==> src/hdl/spq_pkg.sv <==
// spq_pkg: types, status codes and defaults for the sorted priority queue
// no dependencies; used by spq_cell, sorted_priority_queue_top and spq_chk
package spq_pkg;

  localparam int unsigned DepthDefault = 16;

  localparam logic [1:0] ST_OK    = 2'd0;
  localparam logic [1:0] ST_FULL  = 2'd1;
  localparam logic [1:0] ST_EMPTY = 2'd2;

  localparam logic FUNC_INSERT = 1'b0;
  localparam logic FUNC_REMOVE = 1'b1;

  typedef struct packed {
    logic [7:0]  prio;
    logic [15:0] data;
  } entry_t;

  typedef struct packed {
    logic        func;
    logic [7:0]  priority_req;
    logic [15:0] payload;
  } req_t;

  typedef struct packed {
    logic [1:0]  status;
    logic [7:0]  out_priority;
    logic [15:0] out_payload;
  } rsp_t;

  typedef struct packed {
    logic   ins;
    logic   rem;
    entry_t new_entry;
  } cell_ctrl_t;

endpackage

==> src/hdl/spq_cell.sv <==
// spq_cell: one slot of the sorted shift-register queue
// depends on spq_pkg; instantiated in a row by sorted_priority_queue_top
module spq_cell (
  input  logic                clk,
  input  spq_pkg::cell_ctrl_t ctrl,
  input  logic                occupied,
  input  logic                left_place,
  input  spq_pkg::entry_t     left_entry,
  input  spq_pkg::entry_t     right_entry,
  output logic                place,
  output spq_pkg::entry_t     entry
);

  // new item belongs at or before this slot
  assign place = !occupied || (entry.prio > ctrl.new_entry.prio);

  always_ff @(posedge clk) begin
    if (ctrl.ins) begin
      if (place && !left_place) begin
        entry <= ctrl.new_entry;
      end else if (place) begin
        entry <= left_entry;
      end
    end else if (ctrl.rem) begin
      entry <= right_entry;
    end
  end

endmodule

==> src/hdl/sorted_priority_queue_top.sv <==
// sorted_priority_queue_top: bounded priority queue as a row of shifting cells
// depends on spq_pkg and spq_cell
//
//   channel  valid      stall      payload  item
//   request  req_valid  req_stall  req      insert or remove
//   result   rsp_valid  rsp_stall  rsp      status and removed entry
//
// one item per cycle while req_stall is low: every cell compares against the
// new priority in parallel and shifts one place, so an insert or a remove is one shift
// the result register shows the outcome in the cycle after the item is taken
// req_stall follows a stalled, still-full result register
// rst clears the entry count and the result valid; cell contents need none
module sorted_priority_queue_top #(
  parameter int unsigned DEPTH = spq_pkg::DepthDefault
) (
  input  logic          clk,
  input  logic          rst,
  input  logic          req_valid,
  output logic          req_stall,
  input  spq_pkg::req_t req,
  output logic          rsp_valid,
  input  logic          rsp_stall,
  output spq_pkg::rsp_t rsp
);

  localparam int unsigned CW = $clog2(DEPTH + 1);

  logic [CW-1:0]       count;
  logic                take;
  logic                full;
  logic                empty;
  spq_pkg::cell_ctrl_t ctrl;
  spq_pkg::rsp_t       rsp_next;
  logic                place   [DEPTH];
  spq_pkg::entry_t     entries [DEPTH];

  assign req_stall = rsp_valid && rsp_stall;
  assign take      = req_valid && !req_stall;
  assign full      = (count == CW'(DEPTH));
  assign empty     = (count == '0);

  assign ctrl.ins            = take && (req.func == spq_pkg::FUNC_INSERT) && !full;
  assign ctrl.rem            = take && (req.func == spq_pkg::FUNC_REMOVE) && !empty;
  assign ctrl.new_entry.prio = req.priority_req;
  assign ctrl.new_entry.data = req.payload;

  genvar i;
  generate
    for (i = 0; i < DEPTH; i++) begin : g_cell
      spq_cell u_cell (
        .clk         (clk),
        .ctrl        (ctrl),
        .occupied    (count > CW'(i)),
        .left_place  ((i == 0) ? 1'b0 : place[(i == 0) ? 0 : i - 1]),
        .left_entry  (entries[(i == 0) ? 0 : i - 1]),
        .right_entry (entries[(i == DEPTH - 1) ? i : i + 1]),
        .place       (place[i]),
        .entry       (entries[i])
      );
    end
  endgenerate

  always_comb begin
    rsp_next = '0;
    if (req.func == spq_pkg::FUNC_INSERT) begin
      rsp_next.status = full ? spq_pkg::ST_FULL : spq_pkg::ST_OK;
    end else if (empty) begin
      rsp_next.status = spq_pkg::ST_EMPTY;
    end else begin
      rsp_next.status       = spq_pkg::ST_OK;
      rsp_next.out_priority = entries[0].prio;
      rsp_next.out_payload  = entries[0].data;
    end
  end

  always_ff @(posedge clk) begin
    if (rst) begin
      count     <= '0;
      rsp_valid <= 1'b0;
    end else begin
      if (ctrl.ins) begin
        count <= count + CW'(1);
      end else if (ctrl.rem) begin
        count <= count - CW'(1);
      end
      if (take) begin
        rsp_valid <= 1'b1;
      end else if (!rsp_stall) begin
        rsp_valid <= 1'b0;
      end
    end
  end

  always_ff @(posedge clk) begin
    if (take) begin
      rsp <= rsp_next;
    end
  end

endmodule

==> config.mk <==
export PLATFORM = sky130hd
export DESIGN_NAME = sorted_priority_queue_top
export DESIGN_NICKNAME = d
export VERILOG_FILES = /design/src/hdl/spq_pkg.sv /design/src/hdl/spq_cell.sv /design/src/hdl/sorted_priority_queue_top.sv
export SDC_FILE = /design/constraint.sdc
export NUM_CORES = 1
export LEC_CHECK = 0
export BUFFER_PORTS_ARGS = -buffer_cell sky130_fd_sc_hd__buf_2
export CORE_ASPECT_RATIO = 0.6
export CORE_UTILIZATION = 38
export CTS_CLUSTER_DIAMETER = 120
export DETAILED_ROUTE_END_ITERATION = 8
export PLACE_DENSITY = 0.53
export SKIP_LAST_GASP = 1
export SLEW_MARGIN = 20
export SYNTH_ARGS = -nofsm -noshare
export SYNTH_HDL_FRONTEND = slang
export SYNTH_HIERARCHICAL = 1
export SYNTH_SLANG_ARGS = --single-unit
==> constraint.sdc <==
create_clock -name clk -period 8.65 [get_ports clk]
set_input_delay 0 -clock clk [delete_from_list [all_inputs] [get_ports clk]]
set_output_delay 0 -clock clk [all_outputs]
set_load 0.005 [all_outputs]
After elaboration in Yosys (flattened, before gate mapping)
Cells that the tools add are included.
- flip-flop bits (word level): 416
- add/sub/neg operators: 2
- order comparisons: 32
- equal/unequal tests: 17
- multiplexer cells: 68
- bitwise operators: 1
- reduce and logical (&&, ||, !) cells: 91
- operators with widths (operator ; number):
    24-bit 2-to-1 mux ; 61
    8-bit > comparator ; 16
    3-bit by 1-bit inequality test with 1-bit output, second input constant ; 14
    5-bit by 4-bit > comparator with 1-bit output, second input constant ; 8
    1-bit logical NOT ; 34
    2-bit AND reduction ; 16
    1-bit logical AND ; 21
    5-bit by 3-bit > comparator with 1-bit output, second input constant ; 4
    1-bit logical OR ; 16
    5-bit by 1-bit > comparator with 1-bit output, second input constant ; 2
    5-bit by 2-bit > comparator with 1-bit output, second input constant ; 2
    5-bit 2-to-1 mux ; 2
    5-bit by 1-bit adder with 5-bit output, second input constant ; 1
    5-bit == test, second input constant ; 1
    5-bit logical NOT ; 1
    5-bit by 1-bit subtractor with 5-bit output, second input constant ; 1
    2-bit 2-to-1 mux ; 2
    2-bit by 1-bit inequality test with 1-bit output, second input constant ; 2
    2-bit nonzero test ; 2
    1-bit 2-to-1 mux ; 3
    2-bit OR reduction ; 1
    1-bit NOT ; 1

Depth between registers and ports, before layout
- depth after elaboration: 7
- gate-level depth with buffers: 11
- mapped depth without buffers: 10

Modules after synthesis
Netlist, hierarchy kept.
- by module, submodules not included (module ; times used ; cells an instance ; area each (um2) ; seq. area each (um2)):
    spq_cell ; 16 ; 204 ; 1954.4 ; 720.7
    sorted_priority_queue_top ; 1 ; 151 ; 1640.3 ; 900.9

Least setup slack after synthesis
Ideal clock, no wire load.
- kind: register to register
- start point: register count[0]
- end point: register g_cell[14].u_cell/entry[0] (netlist bit), enable pin
- arrival: 9.161 ns
- data required time: 8.230 ns
- setup slack: -0.931 ns
- cell stages (with the launch flop): 10
- clock period less this slack: 9.581 ns
- cell sequence: dfxtp_1 -> clkbuf_1 -> inv_1 -> ha_1 -> nor4bb_2 -> nor3_1 -> clkbuf_1 -> buf_2 -> nor2_1 -> a31oi_1
- RTL lines (element ; RTL line ; source):
    start: declaration ; sorted_priority_queue_top.sv:28 ; logic [CW-1:0] count;
    start signal: assignment ; sorted_priority_queue_top.sv:82 ; count <= count + CW'(1);
    start signal: assignment ; sorted_priority_queue_top.sv:84 ; count <= count - CW'(1);
    end signal: assignment ; spq_cell.sv:20 ; entry <= ctrl.new_entry;
    end signal: assignment ; spq_cell.sv:22 ; entry <= left_entry;
    end signal: assignment ; spq_cell.sv:25 ; entry <= right_entry;
    end: declaration ; spq_cell.sv:11 ; output spq_pkg::entry_t entry

==> impl_metrics.py <==
metrics = {
    "place": {
        "gp_congestion": 0.824,
        "io_buffers": 56,
        "dp.final_hpwl_um": 74800,
        "dpl_cell_area_um2": 32900,
    },
    "timing": {
        "setup_viol": 0,
        "fin_crit_sh_pct": 52.2,
        "finClkSkew_ns": 0.0262,
        "finalHoldViolCount": 0,
        "rsz0062_at_grt": "false",
        "setup_tns_ns": 0,
        "timing.slew.headroom_pct": 18.6,
        "min_period_ns": 4.52,
        "tightest_slew_ns": 1.22,
        "fmax_mhz": 221,
        "slew_violations": 0,
    },
    "finish": {
        "drive_above_1_share_pct": 11.0,
        "multi_input_area_um2": 17900,
        "final_cell_mix": "edfxtp_1 (410), nand4_1 (400), nand3_1 (387), a31oi_1 (386), nor2b_1 (385)",
        "seq_area_um2": 12400,
        "n_antenna_cell": 0,
        "final_cell_area_um2": 34700,
        "area.growth.synth_to_final_pct": 5.60,
        "fill_cells": 8247,
        "final_common_cell": "edfxtp_1",
        "nets": 3372,
    },
    "critical_path": {
        "crit_fanout": 215,
        "start_kind": "register",
        "cp.arrival_ns": 4.88,
        "worstSetupPathType": "reg2reg",
        "crit_required_ns": 9.01,
        "cp-end-kind": "register",
    },
    "clock_network": {
        "root_buffer": "clkbuf_16",
        "clock-sinks": 416,
        "numCtsBuffers": 49,
        "insertion_delay_ns": 0.63,
        "postCtsSetupBuffers": 0,
        "clockBufferDepth": 3,
        "cts_tree": "built",
        "ctsHtreeMaxLevel": 2,
        "clk_pin_slew_worst_paths_ns": 0.06,
    },
    "drt": {
        "wl_per_cell_um": 24.1,
        "viasPerCell": 6.89,
        "first_pass_iters": 6,
        "detail-route-antenna-nets": 0,
        "drt-total-wl_um": 106000,
        "drc_errors": 0,
        "num_vias": 30300,
        "drt_iter0_markers": 3628,
    },
    "synthesis": {
        "syn_inst": 3414,
        "synth_warnings": 6,
        "netlist_area_um2": 32900,
        "avgSynthCellArea_um2": 9.64,
    },
    "power": {
        "p_leak_nw": 11.6,
        "irDropWorstVdd_uv": 146,
        "p_per_area_nw_per_um2": 232,
    },
    "run_status": {
        "outcome": "complete, no violations",
    },
    "floorplanning": {
        "core_region_area_um2": 85700,
        "fp-row-count": 83,
        "initial_utilization_pct": 38.4,
        "die_y_um": 230,
        "die_w_um": 382,
        "io_pins": 57,
        "die_area_um2": 87800,
    },
    "grt": {
        "overflow": 0,
        "antenna_found_initial": 1,
        "grt_pass1_vias": 28200,
        "grt_max_degree": 227,
        "track_usage_pct": 23.0,
        "grt_pass1_wl_um": 165000,
    },
    "min_path": {
        "hp-class": "in2reg",
    },
    "run": {
        "maxCapViolCount": 0,
    },
}
## sequential cells by signal, summed over array words and instances (netlist names)
| signal | cells |
|---|---|
| rsp_valid | 1 |
| rsp | 26 |
| count | 5 |
| g_cell.u_cell/entry | 384 |
## worst paths after layout
kind	startpoint	to	slack, ns	cells after the start
max	count[1]$_SDFFE_PP0P_	g_cell[3].u_cell/entry[7]$_DFFE_PP_	4.13	10
min reg2reg	g_cell[1].u_cell/entry[3]$_DFFE_PP_	g_cell[2].u_cell/entry[3]$_DFFE_PP_	0.64	2
min	req[21]	g_cell[3].u_cell/entry[21]$_DFFE_PP_	0.12	3
max reg2reg	count[1]$_SDFFE_PP0P_	g_cell[3].u_cell/entry[7]$_DFFE_PP_	4.13	10
## critical path, cell delays in order, from the launching register on
cell and delay [ns]:
dfxtp_1 0.51, inv_1 0.19, ha_1 0.27, nor4bb_2 0.23
nor3_4 0.23, buf_12 0.55, buf_4 0.77, buf_4 0.78
nor2b_1 0.14, a31oi_1 0.17, nand3_1 0.11
## report_power, final
part           internal, mW  leakage [nW]  switching, mW
Clock                  1.17         0.756          0.929
Combinational         0.871          6.91           1.95
Sequential             2.80          3.95          0.353
## final cells by class
class / count / share of cell area (%)
sequential: 416 / 35.8
clock buffer: 62 / 3.67
timing repair buffer: 122 / 2.46
clock inverter: 29 / 0.760
tap: 1147 / 4.13
multi-input combinational: 2469 / 51.6
inverter: 151 / 1.63
## per-stage QoR
stage	total power, mW	worst slack (ns)	cells	utilization, %	hold slack [ns]
6_report	8.07	4.13	4396	40.6	0.115
5_1_grt	8.45	3.88	4396	40.6	0.147
4_1_cts	8.03	4.30	4396	40.4	0.0796
3_5_place_dp	5.89	4.31	4285	38.4	0.230
3_3_place_gp	5.76	4.54	4285	38.4	0.220
2_1_floorplan	5.16	1.75	3415	-	0.0624
## routing by layer
metal,share of wire (%),track usage [%]
met5,0,0
met4,1.4,5.18
met3,8.6,2.71
met1,50,37.4
met2,40,31.5
## timing repair
action                                 in CTS  in global routing
resized for setup                           0                  0
hold buffers                               20                  0
endpoints found under the hold margin     218                  0
Note: power is estimated with default switching activity, not from simulation.
